## src/frtcc_pkg.sv

```systemverilog
package frtcc_pkg;

   // Default sizing
   localparam int REGION_SLOTS_DEF = 16;
   localparam int PAGE_BYTES_DEF   = 4096;
   localparam int ADDRESS_BITS_DEF = 52;

   // Field widths
   localparam int CMD_W    = 2;
   localparam int TYPE_W   = 8;
   localparam int ATTR_W   = 4;
   localparam int ADDR_W   = 52;
   localparam int PAGES_W  = 40;
   localparam int SLOT_W   = 4;
   localparam int STATUS_W = 3;
   localparam int COUNT_W  = 5;

   localparam logic [CMD_W-1:0] CMD_ADD     = 2'd0;
   localparam logic [CMD_W-1:0] CMD_RESERVE = 2'd1;
   localparam logic [CMD_W-1:0] CMD_READ    = 2'd2;

   localparam logic [STATUS_W-1:0] STS_OK        = 3'd0;
   localparam logic [STATUS_W-1:0] STS_SKIP      = 3'd1;
   localparam logic [STATUS_W-1:0] STS_NO_REGION = 3'd2;
   localparam logic [STATUS_W-1:0] STS_FULL      = 3'd3;
   localparam logic [STATUS_W-1:0] STS_OVERFLOW  = 3'd4;

   localparam logic [ATTR_W-1:0] ATTR_ALL = 4'hF;

   // Usable RAM descriptor types
   localparam logic [TYPE_W-1:0] TYPE_LOADER_CODE  = 8'd1;
   localparam logic [TYPE_W-1:0] TYPE_LOADER_DATA  = 8'd2;
   localparam logic [TYPE_W-1:0] TYPE_BOOT_CODE    = 8'd3;
   localparam logic [TYPE_W-1:0] TYPE_BOOT_DATA    = 8'd4;
   localparam logic [TYPE_W-1:0] TYPE_CONVENTIONAL = 8'd7;

   localparam logic [ADDR_W-1:0] BASE_RESET = 52'h0000000100000;

   typedef enum logic [3:0] {
      S_IDLE,
      S_CHECK,
      S_FIND_RD,
      S_FIND_EV,
      S_PLACE,
      S_MERGE_RD,
      S_MERGE_EV,
      S_KILL,
      S_CARVE,
      S_HOLE_RD,
      S_HOLE_EV,
      S_SPLIT,
      S_TRIM,
      S_READ_RD,
      S_READ_EV,
      S_DONE
   } state_type;

endpackage

```

## src/free_range_table_coalesce_carve_core.sv

```systemverilog
// Channel | Direction | Handshake           | Payload
// csr     | in        | valid / ready       | extended_memory_base
// req     | in        | valid / stall (out) | command, mem_type, attr_low, base_address,
//         |           |                     | page_count, slot
// rsp     | out       | valid / stall (in)  | status, region_live, region_start,
//         |           |                     | region_end, live_count
//
// One transaction at a time; a rejected add, an overflowing reserve or an unknown
// command goes from the check state straight to the done state. Each slot visit is
// a read state plus an evaluate state on the single read port of the region memories:
// an add that places a new range runs the find pass and a place step, an add that
// extends a region runs the find pass up to the match and then the folding pass, and a
// reserve runs the find pass, a carve step and, for a hole, an empty-slot pass, split and trim.
// Reset is synchronous and clears only control state; the region memories need no
// clearing pass, since slots at or above the fill count are never read.
// The result register holds a finished transaction while rsp_stall is high, and
// the next request is taken meanwhile; a second result waits in the done state.
module free_range_table_coalesce_carve_core #(
   parameter int REGION_SLOTS = frtcc_pkg::REGION_SLOTS_DEF,
   parameter int PAGE_BYTES   = frtcc_pkg::PAGE_BYTES_DEF,
   parameter int ADDRESS_BITS = frtcc_pkg::ADDRESS_BITS_DEF
) (
   input  logic                             clock,
   input  logic                             reset,
   input  logic                             csr_valid,
   output logic                             csr_ready,
   input  logic [frtcc_pkg::ADDR_W-1:0]     csr_extended_memory_base,
   input  logic                             req_valid,
   output logic                             req_stall,
   input  logic [frtcc_pkg::CMD_W-1:0]      req_command,
   input  logic [frtcc_pkg::TYPE_W-1:0]     req_mem_type,
   input  logic [frtcc_pkg::ATTR_W-1:0]     req_attr_low,
   input  logic [frtcc_pkg::ADDR_W-1:0]     req_base_address,
   input  logic [frtcc_pkg::PAGES_W-1:0]    req_page_count,
   input  logic [frtcc_pkg::SLOT_W-1:0]     req_slot,
   output logic                             rsp_valid,
   input  logic                             rsp_stall,
   output logic [frtcc_pkg::STATUS_W-1:0]   rsp_status,
   output logic                             rsp_region_live,
   output logic [frtcc_pkg::ADDR_W-1:0]     rsp_region_start,
   output logic [frtcc_pkg::ADDR_W-1:0]     rsp_region_end,
   output logic [frtcc_pkg::COUNT_W-1:0]    rsp_live_count
);

   localparam int AW    = ADDRESS_BITS;
   localparam int SB    = $clog2(REGION_SLOTS);
   localparam int CW    = $clog2(REGION_SLOTS + 1);
   localparam int PS    = $clog2(PAGE_BYTES);
   localparam int LEN_W = frtcc_pkg::PAGES_W + PS;
   localparam int RAW_W = (LEN_W > frtcc_pkg::ADDR_W) ? LEN_W : frtcc_pkg::ADDR_W;
   localparam int SW    = ((RAW_W > AW) ? RAW_W : AW) + 1;
   localparam logic [CW-1:0] SLOTS_C = CW'(REGION_SLOTS);

   frtcc_pkg::state_type state_ff, state_in;

   logic [frtcc_pkg::CMD_W-1:0]    cmd_ff, cmd_in;
   logic                           type_ok_ff, type_ok_in;
   logic                           attr_ok_ff, attr_ok_in;
   logic [frtcc_pkg::ADDR_W-1:0]   raw_ff, raw_in;
   logic [frtcc_pkg::PAGES_W-1:0]  pages_ff, pages_in;
   logic [frtcc_pkg::SLOT_W-1:0]   slot_ff, slot_in;
   logic [frtcc_pkg::ADDR_W-1:0]   base_ff;
   logic [AW-1:0]                  start_ff, start_in;
   logic [AW-1:0]                  end_ff, end_in;
   logic [CW-1:0]                  idx_ff, idx_in;
   logic [CW-1:0]                  used_ff, used_in;
   logic [CW-1:0]                  live_ff, live_in;
   logic [SB-1:0]                  u_ff, u_in;
   logic [AW-1:0]                  u_low_ff, u_low_in;
   logic [AW-1:0]                  u_high_ff, u_high_in;
   logic [SB-1:0]                  free_ff, free_in;
   logic                           have_free_ff, have_free_in;
   logic [AW-1:0]                  f_low_ff, f_low_in;
   logic [AW-1:0]                  f_high_ff, f_high_in;
   logic [frtcc_pkg::STATUS_W-1:0] status_ff, status_in;
   logic                           res_live_ff, res_live_in;
   logic [AW-1:0]                  res_start_ff, res_start_in;
   logic [AW-1:0]                  res_end_ff, res_end_in;

   logic                           rsp_valid_ff, rsp_valid_in;
   logic [frtcc_pkg::STATUS_W-1:0] rsp_status_ff, rsp_status_in;
   logic                           rsp_live_ff, rsp_live_in;
   logic [frtcc_pkg::ADDR_W-1:0]   rsp_start_ff, rsp_start_in;
   logic [frtcc_pkg::ADDR_W-1:0]   rsp_end_ff, rsp_end_in;
   logic [frtcc_pkg::COUNT_W-1:0]  rsp_count_ff, rsp_count_in;

   // Region memories
   logic [SB-1:0] rd_addr;
   logic          lo_we, hi_we;
   logic [SB-1:0] lo_waddr, hi_waddr;
   logic [AW-1:0] lo_wdata, hi_wdata;
   logic [AW-1:0] lo_rd, hi_rd;

   frtcc_ram #(.WIDTH(AW), .DEPTH(REGION_SLOTS)) u_low_ram (
      .clock  (clock),
      .wr_en  (lo_we),
      .wr_addr(lo_waddr),
      .wr_data(lo_wdata),
      .rd_addr(rd_addr),
      .rd_data(lo_rd)
   );

   frtcc_ram #(.WIDTH(AW), .DEPTH(REGION_SLOTS)) u_high_ram (
      .clock  (clock),
      .wr_en  (hi_we),
      .wr_addr(hi_waddr),
      .wr_data(hi_wdata),
      .rd_addr(rd_addr),
      .rd_data(hi_rd)
   );

   // Range arithmetic on the captured request
   logic [SW-1:0] start_ext, len_ext, sum_ext, mask_ext, base_ext;
   logic          range_ovf, below_base;

   assign start_ext  = SW'(raw_ff);
   assign len_ext    = SW'(pages_ff) << PS;
   assign sum_ext    = start_ext + len_ext;
   assign mask_ext   = SW'({AW{1'b1}});
   assign base_ext   = SW'(base_ff);
   assign range_ovf  = (start_ext > mask_ext) || (sum_ext > mask_ext);
   assign below_base = sum_ext < base_ext;

   // Scan conditions
   logic          scan_more, slot_ok, room, hi_zero, at_u, contains;
   logic [SB-1:0] cur;

   assign cur       = idx_ff[SB-1:0];
   assign scan_more = idx_ff < used_ff;
   assign slot_ok   = int'(slot_ff) < int'(used_ff);
   assign room      = used_ff < SLOTS_C;
   assign hi_zero   = hi_rd == '0;
   assign at_u      = cur == u_ff;
   assign contains  = !hi_zero && (start_ff >= lo_rd) && (end_ff <= hi_rd);

   assign req_stall = state_ff != frtcc_pkg::S_IDLE;
   assign csr_ready = 1'b1;

   // Next state
   always_comb begin
      state_in = state_ff;
      unique case (state_ff)
         frtcc_pkg::S_IDLE: begin
            if (req_valid) begin
               state_in = frtcc_pkg::S_CHECK;
            end
         end
         frtcc_pkg::S_CHECK: begin
            unique case (cmd_ff)
               frtcc_pkg::CMD_ADD: begin
                  if (!attr_ok_ff || !type_ok_ff || range_ovf || below_base) begin
                     state_in = frtcc_pkg::S_DONE;
                  end else begin
                     state_in = frtcc_pkg::S_FIND_RD;
                  end
               end
               frtcc_pkg::CMD_RESERVE: begin
                  state_in = range_ovf ? frtcc_pkg::S_DONE : frtcc_pkg::S_FIND_RD;
               end
               frtcc_pkg::CMD_READ: begin
                  state_in = slot_ok ? frtcc_pkg::S_READ_RD : frtcc_pkg::S_DONE;
               end
               default: state_in = frtcc_pkg::S_DONE;
            endcase
         end
         frtcc_pkg::S_FIND_RD: begin
            if (scan_more) begin
               state_in = frtcc_pkg::S_FIND_EV;
            end else if (cmd_ff == frtcc_pkg::CMD_ADD) begin
               state_in = frtcc_pkg::S_PLACE;
            end else begin
               state_in = frtcc_pkg::S_DONE;
            end
         end
         frtcc_pkg::S_FIND_EV: begin
            if (cmd_ff == frtcc_pkg::CMD_ADD) begin
               if (!hi_zero && (hi_rd == start_ff || lo_rd == end_ff)) begin
                  state_in = frtcc_pkg::S_MERGE_RD;
               end else begin
                  state_in = frtcc_pkg::S_FIND_RD;
               end
            end else begin
               state_in = contains ? frtcc_pkg::S_CARVE : frtcc_pkg::S_FIND_RD;
            end
         end
         frtcc_pkg::S_PLACE: state_in = frtcc_pkg::S_DONE;
         frtcc_pkg::S_MERGE_RD: begin
            state_in = scan_more ? frtcc_pkg::S_MERGE_EV : frtcc_pkg::S_DONE;
         end
         frtcc_pkg::S_MERGE_EV: begin
            if (!hi_zero && !at_u && (hi_rd == u_low_ff || lo_rd == u_high_ff)) begin
               state_in = frtcc_pkg::S_KILL;
            end else begin
               state_in = frtcc_pkg::S_MERGE_RD;
            end
         end
         frtcc_pkg::S_KILL: state_in = frtcc_pkg::S_DONE;
         frtcc_pkg::S_CARVE: begin
            if (start_ff > f_low_ff && end_ff < f_high_ff) begin
               state_in = frtcc_pkg::S_HOLE_RD;
            end else begin
               state_in = frtcc_pkg::S_DONE;
            end
         end
         frtcc_pkg::S_HOLE_RD: begin
            if (scan_more) begin
               state_in = frtcc_pkg::S_HOLE_EV;
            end else begin
               state_in = room ? frtcc_pkg::S_SPLIT : frtcc_pkg::S_DONE;
            end
         end
         frtcc_pkg::S_HOLE_EV: begin
            state_in = hi_zero ? frtcc_pkg::S_SPLIT : frtcc_pkg::S_HOLE_RD;
         end
         frtcc_pkg::S_SPLIT: state_in = frtcc_pkg::S_TRIM;
         frtcc_pkg::S_TRIM: state_in = frtcc_pkg::S_DONE;
         frtcc_pkg::S_READ_RD: state_in = frtcc_pkg::S_READ_EV;
         frtcc_pkg::S_READ_EV: state_in = frtcc_pkg::S_DONE;
         frtcc_pkg::S_DONE: begin
            if (!rsp_valid_ff || !rsp_stall) begin
               state_in = frtcc_pkg::S_IDLE;
            end
         end
         default: state_in = frtcc_pkg::S_IDLE;
      endcase
   end

   // Datapath and memory control
   always_comb begin
      cmd_in       = cmd_ff;
      type_ok_in   = type_ok_ff;
      attr_ok_in   = attr_ok_ff;
      raw_in       = raw_ff;
      pages_in     = pages_ff;
      slot_in      = slot_ff;
      start_in     = start_ff;
      end_in       = end_ff;
      idx_in       = idx_ff;
      used_in      = used_ff;
      live_in      = live_ff;
      u_in         = u_ff;
      u_low_in     = u_low_ff;
      u_high_in    = u_high_ff;
      free_in      = free_ff;
      have_free_in = have_free_ff;
      f_low_in     = f_low_ff;
      f_high_in    = f_high_ff;
      status_in    = status_ff;
      res_live_in  = res_live_ff;
      res_start_in = res_start_ff;
      res_end_in   = res_end_ff;
      rsp_valid_in = rsp_valid_ff && rsp_stall;
      rsp_status_in = rsp_status_ff;
      rsp_live_in  = rsp_live_ff;
      rsp_start_in = rsp_start_ff;
      rsp_end_in   = rsp_end_ff;
      rsp_count_in = rsp_count_ff;
      rd_addr      = cur;
      lo_we        = 1'b0;
      hi_we        = 1'b0;
      lo_waddr     = cur;
      hi_waddr     = cur;
      lo_wdata     = '0;
      hi_wdata     = '0;

      unique case (state_ff)
         frtcc_pkg::S_IDLE: begin
            // capture the request fields
            cmd_in     = req_command;
            attr_ok_in = req_attr_low == frtcc_pkg::ATTR_ALL;
            type_ok_in = (req_mem_type == frtcc_pkg::TYPE_LOADER_CODE)
                      || (req_mem_type == frtcc_pkg::TYPE_LOADER_DATA)
                      || (req_mem_type == frtcc_pkg::TYPE_BOOT_CODE)
                      || (req_mem_type == frtcc_pkg::TYPE_BOOT_DATA)
                      || (req_mem_type == frtcc_pkg::TYPE_CONVENTIONAL);
            raw_in     = req_base_address;
            pages_in   = req_page_count;
            slot_in    = req_slot;
         end
         frtcc_pkg::S_CHECK: begin
            idx_in       = '0;
            have_free_in = 1'b0;
            res_live_in  = 1'b0;
            res_start_in = '0;
            res_end_in   = '0;
            status_in    = frtcc_pkg::STS_OK;
            end_in       = sum_ext[AW-1:0];
            start_in     = start_ext[AW-1:0];
            unique case (cmd_ff)
               frtcc_pkg::CMD_ADD: begin
                  if (!attr_ok_ff || !type_ok_ff) begin
                     status_in = frtcc_pkg::STS_SKIP;
                  end else if (range_ovf) begin
                     status_in = frtcc_pkg::STS_OVERFLOW;
                  end else if (below_base) begin
                     status_in = frtcc_pkg::STS_SKIP;
                  end else if (start_ext < base_ext) begin
                     // raise the start to the usable base
                     start_in = base_ext[AW-1:0];
                  end
               end
               frtcc_pkg::CMD_RESERVE: begin
                  if (range_ovf) begin
                     status_in = frtcc_pkg::STS_OVERFLOW;
                  end
               end
               default: begin
               end
            endcase
         end
         frtcc_pkg::S_FIND_RD: begin
            if (!scan_more && cmd_ff == frtcc_pkg::CMD_RESERVE) begin
               status_in = frtcc_pkg::STS_NO_REGION;
            end
         end
         frtcc_pkg::S_FIND_EV: begin
            idx_in = idx_ff + CW'(1);
            if (cmd_ff == frtcc_pkg::CMD_ADD) begin
               if (hi_zero) begin
                  // remember the last empty slot
                  free_in      = cur;
                  have_free_in = 1'b1;
               end else if (hi_rd == start_ff) begin
                  hi_we     = 1'b1;
                  hi_wdata  = end_ff;
                  u_in      = cur;
                  u_low_in  = lo_rd;
                  u_high_in = end_ff;
                  idx_in    = '0;
               end else if (lo_rd == end_ff) begin
                  lo_we     = 1'b1;
                  lo_wdata  = start_ff;
                  u_in      = cur;
                  u_low_in  = start_ff;
                  u_high_in = hi_rd;
                  idx_in    = '0;
               end
            end else if (contains) begin
               u_in      = cur;
               f_low_in  = lo_rd;
               f_high_in = hi_rd;
            end
         end
         frtcc_pkg::S_PLACE: begin
            if (have_free_ff || room) begin
               lo_we    = 1'b1;
               hi_we    = 1'b1;
               lo_waddr = have_free_ff ? free_ff : used_ff[SB-1:0];
               hi_waddr = have_free_ff ? free_ff : used_ff[SB-1:0];
               lo_wdata = start_ff;
               hi_wdata = end_ff;
               if (!have_free_ff) begin
                  used_in = used_ff + CW'(1);
               end
               // an empty range ending at zero stays dead
               if (end_ff != '0) begin
                  live_in = live_ff + CW'(1);
               end
            end else begin
               status_in = frtcc_pkg::STS_FULL;
            end
         end
         frtcc_pkg::S_MERGE_EV: begin
            idx_in = idx_ff + CW'(1);
            if (!hi_zero && !at_u) begin
               if (hi_rd == u_low_ff) begin
                  hi_we    = 1'b1;
                  hi_wdata = u_high_ff;
               end else if (lo_rd == u_high_ff) begin
                  lo_we    = 1'b1;
                  lo_wdata = u_low_ff;
               end
            end
         end
         frtcc_pkg::S_KILL: begin
            // drop the region folded into its neighbor
            hi_we    = 1'b1;
            hi_waddr = u_ff;
            hi_wdata = '0;
            live_in  = live_ff - CW'(1);
         end
         frtcc_pkg::S_CARVE: begin
            idx_in   = '0;
            lo_waddr = u_ff;
            hi_waddr = u_ff;
            if (start_ff > f_low_ff) begin
               if (end_ff >= f_high_ff) begin
                  hi_we    = 1'b1;
                  hi_wdata = start_ff;
               end
            end else if (end_ff < f_high_ff) begin
               lo_we    = 1'b1;
               lo_wdata = end_ff;
            end else begin
               lo_we    = 1'b1;
               hi_we    = 1'b1;
               lo_wdata = '0;
               hi_wdata = '0;
               live_in  = live_ff - CW'(1);
            end
         end
         frtcc_pkg::S_HOLE_RD: begin
            if (!scan_more) begin
               if (room) begin
                  free_in = used_ff[SB-1:0];
                  used_in = used_ff + CW'(1);
               end else begin
                  status_in = frtcc_pkg::STS_FULL;
               end
            end
         end
         frtcc_pkg::S_HOLE_EV: begin
            idx_in = idx_ff + CW'(1);
            if (hi_zero) begin
               free_in = cur;
            end
         end
         frtcc_pkg::S_SPLIT: begin
            lo_we    = 1'b1;
            hi_we    = 1'b1;
            lo_waddr = free_ff;
            hi_waddr = free_ff;
            lo_wdata = end_ff;
            hi_wdata = f_high_ff;
            live_in  = live_ff + CW'(1);
         end
         frtcc_pkg::S_TRIM: begin
            hi_we    = 1'b1;
            hi_waddr = u_ff;
            hi_wdata = start_ff;
         end
         frtcc_pkg::S_READ_RD: begin
            rd_addr = SB'(slot_ff);
         end
         frtcc_pkg::S_READ_EV: begin
            if (!hi_zero) begin
               res_live_in  = 1'b1;
               res_start_in = lo_rd;
               res_end_in   = hi_rd;
            end
         end
         frtcc_pkg::S_DONE: begin
            if (!rsp_valid_ff || !rsp_stall) begin
               rsp_valid_in  = 1'b1;
               rsp_status_in = status_ff;
               rsp_live_in   = res_live_ff;
               rsp_start_in  = frtcc_pkg::ADDR_W'(res_start_ff);
               rsp_end_in    = frtcc_pkg::ADDR_W'(res_end_ff);
               rsp_count_in  = frtcc_pkg::COUNT_W'(live_ff);
            end
         end
         default: begin
         end
      endcase
   end

   always_ff @(posedge clock) begin
      if (reset) begin
         state_ff     <= frtcc_pkg::S_IDLE;
         used_ff      <= '0;
         live_ff      <= '0;
         rsp_valid_ff <= 1'b0;
         base_ff      <= frtcc_pkg::BASE_RESET;
      end else begin
         state_ff     <= state_in;
         used_ff      <= used_in;
         live_ff      <= live_in;
         rsp_valid_ff <= rsp_valid_in;
         if (csr_valid && csr_ready) begin
            base_ff <= csr_extended_memory_base;
         end
      end
   end

   always_ff @(posedge clock) begin
      cmd_ff        <= cmd_in;
      type_ok_ff    <= type_ok_in;
      attr_ok_ff    <= attr_ok_in;
      raw_ff        <= raw_in;
      pages_ff      <= pages_in;
      slot_ff       <= slot_in;
      start_ff      <= start_in;
      end_ff        <= end_in;
      idx_ff        <= idx_in;
      u_ff          <= u_in;
      u_low_ff      <= u_low_in;
      u_high_ff     <= u_high_in;
      free_ff       <= free_in;
      have_free_ff  <= have_free_in;
      f_low_ff      <= f_low_in;
      f_high_ff     <= f_high_in;
      status_ff     <= status_in;
      res_live_ff   <= res_live_in;
      res_start_ff  <= res_start_in;
      res_end_ff    <= res_end_in;
      rsp_status_ff <= rsp_status_in;
      rsp_live_ff   <= rsp_live_in;
      rsp_start_ff  <= rsp_start_in;
      rsp_end_ff    <= rsp_end_in;
      rsp_count_ff  <= rsp_count_in;
   end

   assign rsp_valid        = rsp_valid_ff;
   assign rsp_status       = rsp_status_ff;
   assign rsp_region_live  = rsp_live_ff;
   assign rsp_region_start = rsp_start_ff;
   assign rsp_region_end   = rsp_end_ff;
   assign rsp_live_count   = rsp_count_ff;

endmodule

```

## src/frtcc_ram.sv

```systemverilog
module frtcc_ram #(
   parameter int WIDTH = 52,
   parameter int DEPTH = 16
) (
   input  logic                     clock,
   input  logic                     wr_en,
   input  logic [$clog2(DEPTH)-1:0] wr_addr,
   input  logic [WIDTH-1:0]         wr_data,
   input  logic [$clog2(DEPTH)-1:0] rd_addr,
   output logic [WIDTH-1:0]         rd_data
);

   logic [WIDTH-1:0] mem [DEPTH];

   always_ff @(posedge clock) begin
      if (wr_en) begin
         mem[wr_addr] <= wr_data;
      end
      rd_data <= mem[rd_addr];
   end

endmodule
```

## config.mk

```make
export PLATFORM = sky130hd
export DESIGN_NAME = free_range_table_coalesce_carve_core
export DESIGN_NICKNAME = d
export VERILOG_FILES = /design/src/frtcc_pkg.sv /design/src/free_range_table_coalesce_carve_core.sv /design/src/frtcc_ram.sv
export SDC_FILE = /design/constraint.sdc
export NUM_CORES = 2
export LEC_CHECK = 0
export BUFFER_PORTS_ARGS = -buffer_cell sky130_fd_sc_hd__buf_2
export CAP_MARGIN = 10
export CORE_MARGIN = 8
export CORE_UTILIZATION = 30
export CTS_CLUSTER_DIAMETER = 60
export DETAILED_ROUTE_END_ITERATION = 8
export PLACE_DENSITY = 0.49
export SLEW_MARGIN = 5
export SYNTH_ARGS = -nofsm -noshare
export SYNTH_HDL_FRONTEND = slang
export SYNTH_SLANG_ARGS = --single-unit
```

## constraint.sdc

```tcl
create_clock -name clock -period 15.9 [get_ports clock]
set_input_delay 1.59 -clock clock [delete_from_list [all_inputs] [get_ports clock]]
set_output_delay 1.59 -clock clock [all_outputs]
set_load 0.005 [all_outputs]
```

======== Word-level counts from Yosys, hierarchy flattened ========
Memories as Yosys holds them, arrays and structs flattened. A register that Yosys moved wholly into a read port is not among the register bits.
Index checks and enable logic that the tools add are counted.
word-level totals
  register bits after elaboration ......... 714
  bits in latches ......................... 0
  RAM bits ................................ 1664
  memory bits (read-only) ................. 0
  bits of input ports ..................... 167
  output and inout port bits .............. 116
  word-level logic and storage cells ...... 274
  memories kept ........................... 2
memory list
  name            words  width  rd ports  clocked after Yosys merged registers in  wr ports  RTL line         text
  u_high_ram.mem  16     52     1         1                                        1         frtcc_ram.sv:13  logic [WIDTH-1:0] mem [DEPTH];
  u_low_ram.mem   16     52     1         1                                        1         frtcc_ram.sv:13
operators by class
  add/sub/neg operators ................... 5
  multiply operators ...................... 0
  div/mod/pow operators ................... 0
  order comparisons ....................... 12
  equal/unequal tests ..................... 45
  shift-type cells ........................ 0
  mux-type cells .......................... 121
  bitwise logic cells ..................... 2
  reductions and logical operators ........ 57
operators with widths
  kind                                                                               count
  52-bit two-way mux                                                                 29
  52-bit one-hot mux with 6 select lines                                             1
  52-bit one-hot mux with 5 select lines                                             1
  52-bit equality test                                                               4
  52-bit one-hot mux with 2 select lines                                             2
  52-bit >= comparator                                                               2
  52-bit less-than comparator                                                        2
  4-bit two-way mux                                                                  21
  5-bit two-way mux                                                                  12
  52-bit by 52-bit adder with 53-bit output                                          1
  53-bit by 52-bit greater-than comparator with 1-bit output, second input constant  1
  53-bit by 52-bit less-than comparator with 1-bit output                            1
  52-bit greater-than comparator                                                     1
  52-bit greater-than comparator, second input constant                              1
  52-bit <= comparator                                                               1
  52-bit logical NOT                                                                 1
  4-bit one-hot mux with 13 select lines                                             1
  52-bit nonzero test                                                                1
  4-bit one-hot mux with 3 select lines                                              4
  4-bit equality test, second input constant                                         9
  3-bit two-way mux                                                                  11
  2-bit inequality test, second input constant                                       16
  1-bit two-way mux                                                                  27
  5-bit one-hot mux with 4 select lines                                              1
  38 further kinds                                                                   91

======== Longest topological paths before layout ========
  word-level depth ........................ 8
  mapped depth ............................ 22
  gate-level depth less buffers ........... 21

======== Modules after synthesis ========
From an unflattened synthesis, not the netlist that was laid out.
second synthesis, totals
  cells, all modules ...................... 6203
  area total of the unflattened synthesis .. 104137.4 µm²
by module, submodules not included
  module                                instances  cells each  area each (µm²)  sequential area each (µm²)
  frtcc_ram                             2          1344        32217.1          26025.0
  free_range_table_coalesce_carve_core  1          3515        39703.1          20769.9

======== Least setup slack after synthesis ========
OpenSTA, ideal clock, no wires.
  path type ............................... register -> register
  from .................................... register state_ff[0]
  to ...................................... register res_end_ff[0] (enable)
  library setup time ...................... 591 ps
  data arrival time ....................... 11223 ps
  data required time ...................... 15309 ps
  slack ................................... 4086 ps
  cell stages (with the launch flop) ...... 6
  path buffers ............................ 2
  period minus slack after synthesis ...... 11814 ps
  cells stage by stage .................... dfxtp_1 > clkbuf_1 > clkbuf_1 > nand2_1 > nor3_1 > o21bai_1
between the ends
  longest elaborated chain between the ends .. 3
  elaborated cells between the ends (all ways) .. 5
  those cells by class .................... 3 x eq/ne; 2 x reduce/logical
RTL lines
  item                                                                                   RTL line                                     text
  from (decl)                                                                            free_range_table_coalesce_carve_core.sv:54   frtcc_pkg::state_type state_ff, state_in;
  from (signal assigned)                                                                 free_range_table_coalesce_carve_core.sv:459  state_ff <= frtcc_pkg::S_IDLE;
  from (signal assigned)                                                                 free_range_table_coalesce_carve_core.sv:465  state_ff <= state_in;
  4-bit equality test or 4-bit by 1-bit equality test with 1-bit output (tied branches)  free_range_table_coalesce_carve_core.sv:266  unique case (state_ff)
  2-bit inequality test (no line) or 2-bit nonzero test (tied branches)                  -
  2-bit AND reduction (no line) (*)                                                      -
  to (signal assigned)                                                                   free_range_table_coalesce_carve_core.sv:495  res_end_ff <= res_end_in;
  to (decl)                                                                              free_range_table_coalesce_carve_core.sv:78   logic [AW-1:0] res_end_ff, res_end_in;
Every way passes the cells marked *; elsewhere a longest branch is shown, timed or not.
A chain may end at the register's enable or synchronous reset.

======== Final worst setup path ========
  from .................................... register raw_ff[12] (netlist bit)
  to ...................................... register start_ff[20] (data pin)
between the ends
  longest elaborated chain between the ends .. 6
  elaborated cells between the ends (all ways) .. 11
  those cells by class .................... 1 x add/sub; 4 x order compare; 5 x mux; 1 x reduce/logical
RTL lines
  item                                                                                                                                   RTL line                                                                                  text
  from (decl)                                                                                                                            free_range_table_coalesce_carve_core.sv:59                                                logic [frtcc_pkg::ADDR_W-1:0] raw_ff, raw_in;
  from (signal assigned)                                                                                                                 free_range_table_coalesce_carve_core.sv:479                                               raw_ff <= raw_in;
  52-bit by 52-bit adder with 53-bit output (*)                                                                                          free_range_table_coalesce_carve_core.sv:118                                               assign sum_ext = start_ext + len_ext;
  net sum_ext[42]                                                                                                                        free_range_table_coalesce_carve_core.sv:113                                               logic [SW-1:0] start_ext, len_ext, sum_ext, mask_ext, base_ext;
  53-bit by 52-bit less-than comparator with 1-bit output or 53-bit by 52-bit greater-than comparator with 1-bit output (tied branches)  free_range_table_coalesce_carve_core.sv:122, free_range_table_coalesce_carve_core.sv:121
  52-bit two-way mux or 1-bit logical OR (tied branches)                                                                                 free_range_table_coalesce_carve_core.sv:295, free_range_table_coalesce_carve_core.sv:121
  52-bit two-way mux (*)                                                                                                                 free_range_table_coalesce_carve_core.sv:293                                               end else if (range_ovf) begin
  52-bit two-way mux (*)                                                                                                                 free_range_table_coalesce_carve_core.sv:291                                               if (!attr_ok_ff || !type_ok_ff) begin
  52-bit two-way mux (*)                                                                                                                 free_range_table_coalesce_carve_core.sv:289                                               unique case (cmd_ff)
  to (signal assigned)                                                                                                                   free_range_table_coalesce_carve_core.sv:482                                               start_ff <= start_in;
  to (decl)                                                                                                                              free_range_table_coalesce_carve_core.sv:63                                                logic [AW-1:0] start_ff, start_in;
The timed path passes the listed nets; every way through them passes the cells marked *.

==> impl_metrics.yaml <==
status:
  status: "finished, final reports clean"
grt:
  track_usage: 0.195
  antenna_found_initial: 15
  grt_first_pass_wirelength_um: 514000
  grt_max_degree: 157
  grt.overflow.total: 0
  grt_pass1_vias: 61700
sta:
  maxSlewViolCount: 0
  tns_ps: 0
  tightestPinTransition_ps: 1240
  finalCriticalPeriod_ps: 6640
  hold_viol: 0
  fin_skew_ps: 61.4
  postLayoutSetupSlackWorst_ps: 9260
  finalSetupViolations: 0
  rsz0062_at_grt: "no"
  post-route-period-util: 0.418
  fmax_mhz: 151
  max_slew_margin: 0.167
clock_tree:
  numCtsBuffers: 282
  cts_tree: "built"
  clockBufferDepth: 4
  cts.sink_count: 2482
  postCtsHoldBufs: 0
  clk_pin_slew_ps: 60
  cts_root_buffer: "clkbuf_16"
  cts_setup_buffers: 0
  insertion_delay_ps: 880
  htreeDepth: 5
  cts_repair_resize_count: 0
yosys:
  synth.ff_latch_count: 2482
  synth.yosys.warnings: 0
  synth_ff_type: "edfxtp_1"
  synth_cell_types: 77
  async_flop_share: 0
  synth_edf_count: 2311
  synth_area_per_cell_um2: 16.7
  yosysSeqAreaShare: 0.694
  syn-instance-count: 6290
  synth_fp_nets: 6810
  syn-cell-area_mm2: 0.105
place:
  dp_hpwl_um: 242000
  port_buffers: 281
  dp_slack_ps: 9130
  gp_congestion: 0.958
  place_inst: 11100
route:
  vias_per_cell: 5.37
  wirelength_um: 376000
  ant_nets: 0
  drt-wirelength-per-cell_um: 32.4
  detail_route.iter0.violations: 6889
  first_pass_iters: 8
  vias: 62400
  drc: 0
pwr:
  ir_drop_mv: 0.143
  total_leakage_power_uw: 0.0422
  power_density_mw_per_mm2: 201
worst_setup_path:
  start_kind: "flop"
  critical_path.max_fanout: 52
  cpPeakStageDelay_ps: 790
  crit_chain: "ha_1 > fa_1 > a211oi_1 > o21ai_0 > nand3_1 > o41ai_2 > a21oi_1 > and2_1 > o21ai_0 > xor2_1 > ha_1 > a21o_1 > a211oi_1 > o211ai_1 > a31oi_1 > or4_1 > o221ai_1 > nand3_1 > nor4_4 > buf_4 > mux2_1"
  worst_ep_arrival_time_ps: 7250
  cp-end-kind: "flop"
  cpMaxStageDelayCell: "buf_4"
  crit_type: "reg -> reg"
  rrSetupSlack_ps: 9260
  cp_data_required_time_ps: 16510
finish:
  seq_area_mm2: 0.0728
  final_cells: 11600
  n_fill_cell: 33100
  nNetsFinal: 7299
  area_growth_pct: 16.2
  multi_input_area_mm2: 0.0301
  drive_gt1_frac: 0.204
  largest_registers: "u_high_ram.mem (832), u_low_ram.mem (832)"
floorplanning:
  row_count: 217
  die_y_um: 607
  fp.coreArea_mm2: 0.349
  initial_core_util: 0.301
  io_pins: 283
  die_area_mm2: 0.369
  fp.dieW_um: 607
worst_hold_path:
  hold_class: "reg -> reg"
flow_run:
  drv_cap: 0
-- per-layer routing --
layer  vias up  GRT usage  share of wire
li1      25900          -              -
met1     32800      0.259           0.41
met2      2916      0.313           0.46
met3       721     0.0392          0.077
met4         4     0.0825          0.048
met5         -          0       0.000067
-- cells in the mapped netlist, drive strengths merged (56+ instances only) --
library cell,count,area (um2)
a211oi,122,916
a21o,83,623
a21oi,138,691
a221o,112,1120
a31oi,114,713
and2,109,682
buf,82,417
clkbuf,187,702
dfxtp,171,3420
edfxtp,2311,69400
ha,351,4390
inv,330,1240
mux2,106,1190
mux2i,56,561
mux4,416,9370
nand2,366,1370
nand4,91,569
nor2,254,953
nor2b,69,432
nor4,91,591
o21ai,136,681
xnor2,132,1160
xor2,128,1120
-- path summary, 6_finish.rpt --
| kind | from | endpoint | depth (start not counted) |
|---|---|---|---|
| worst max-delay path | raw_ff[12]$_DFFE_PN_ | start_ff[20]$_DFFE_PP_ | 21 |
| worst max register to register | raw_ff[12]$_DFFE_PN_ | start_ff[20]$_DFFE_PP_ | 21 |
| worst min register to register | res_start_ff[23]$_SDFFCE_PN0P_ | rsp_region_start[23]$_DFFE_PP_ | 0 |
| worst min-delay path | res_start_ff[23]$_SDFFCE_PN0P_ | rsp_region_start[23]$_DFFE_PP_ | 0 |
-- final cells by class --
cell class / instances / share of cell area
Sequential cell: 2482 / 0.597
Clock buffer: 377 / 0.0642
Tap cell: 4599 / 0.0472
Antenna cell: 8 / 0.000164
Clock inverter: 129 / 0.0101
Timing Repair Buffer: 474 / 0.0240
Multi-Input combinational cell: 3209 / 0.247
Inverter: 330 / 0.0102
-- kinds of logic after synthesis --
group           count (synthesis)  share of synthesized area
simple gates                 1135                     0.0528
compound gates                882                     0.0603
buf+inv                       599                     0.0225
flops                        2482                      0.694
xor+xnor                      260                     0.0217
other cells                     1                  0.0000358
mux                           578                      0.106
fa+ha+maj                     353                     0.0423
-- report_power, final --
| part | internal (uW) | leakage, uW | switching (uW) |
|---|---|---|---|
| combinational | 2920 | 0.0151 | 5400 |
| clock | 3770 | 0.00444 | 2670 |
| sequential | 8700 | 0.0228 | 1040 |
-- critical path: cells and delay by family (launching register included) --
family	cells	cell delay, ps
buffers and inverters	1	790
DFF	1	380
xor gates and xnor gates	1	260
muxes	1	400
AOI/OAI and AO/OA	10	2400
and+or+nand+nor	5	1380
adders and majority gates	3	670
-- cells in the final DEF (no fill, tap or decap), types with 128 or more instances in the layout --
cell | synthesis | routed
inv_1 | 330 | 328
buf_4 | 1 | 188
buf_2 | 54 | 280
a21oi_1 | 138 | 137
edfxtp_1 | 2311 | 2311
nand2_1 | 366 | 366
xor2_1 | 128 | 128
xnor2_1 | 132 | 132
mux4_2 | 416 | 416
ha_1 | 351 | 351
nor2_1 | 254 | 239
o21ai_0 | 131 | 129
dfxtp_1 | 171 | 171
clkbuf_16 | 0 | 294
-- stage by stage --
step	instance area, um2	power, uW	utilization	hold slack [ps]
2_1_floorplan	105000	14400	-	400
3_3_place_gp	113000	18000	0.324	403
3_5_place_dp	113000	18100	0.324	405
4_1_cts	122000	24600	0.350	408
5_1_grt	122000	25400	0.350	410
6_report	122000	24500	0.350	397
Note: power is estimated with default switching activity, not from simulation.
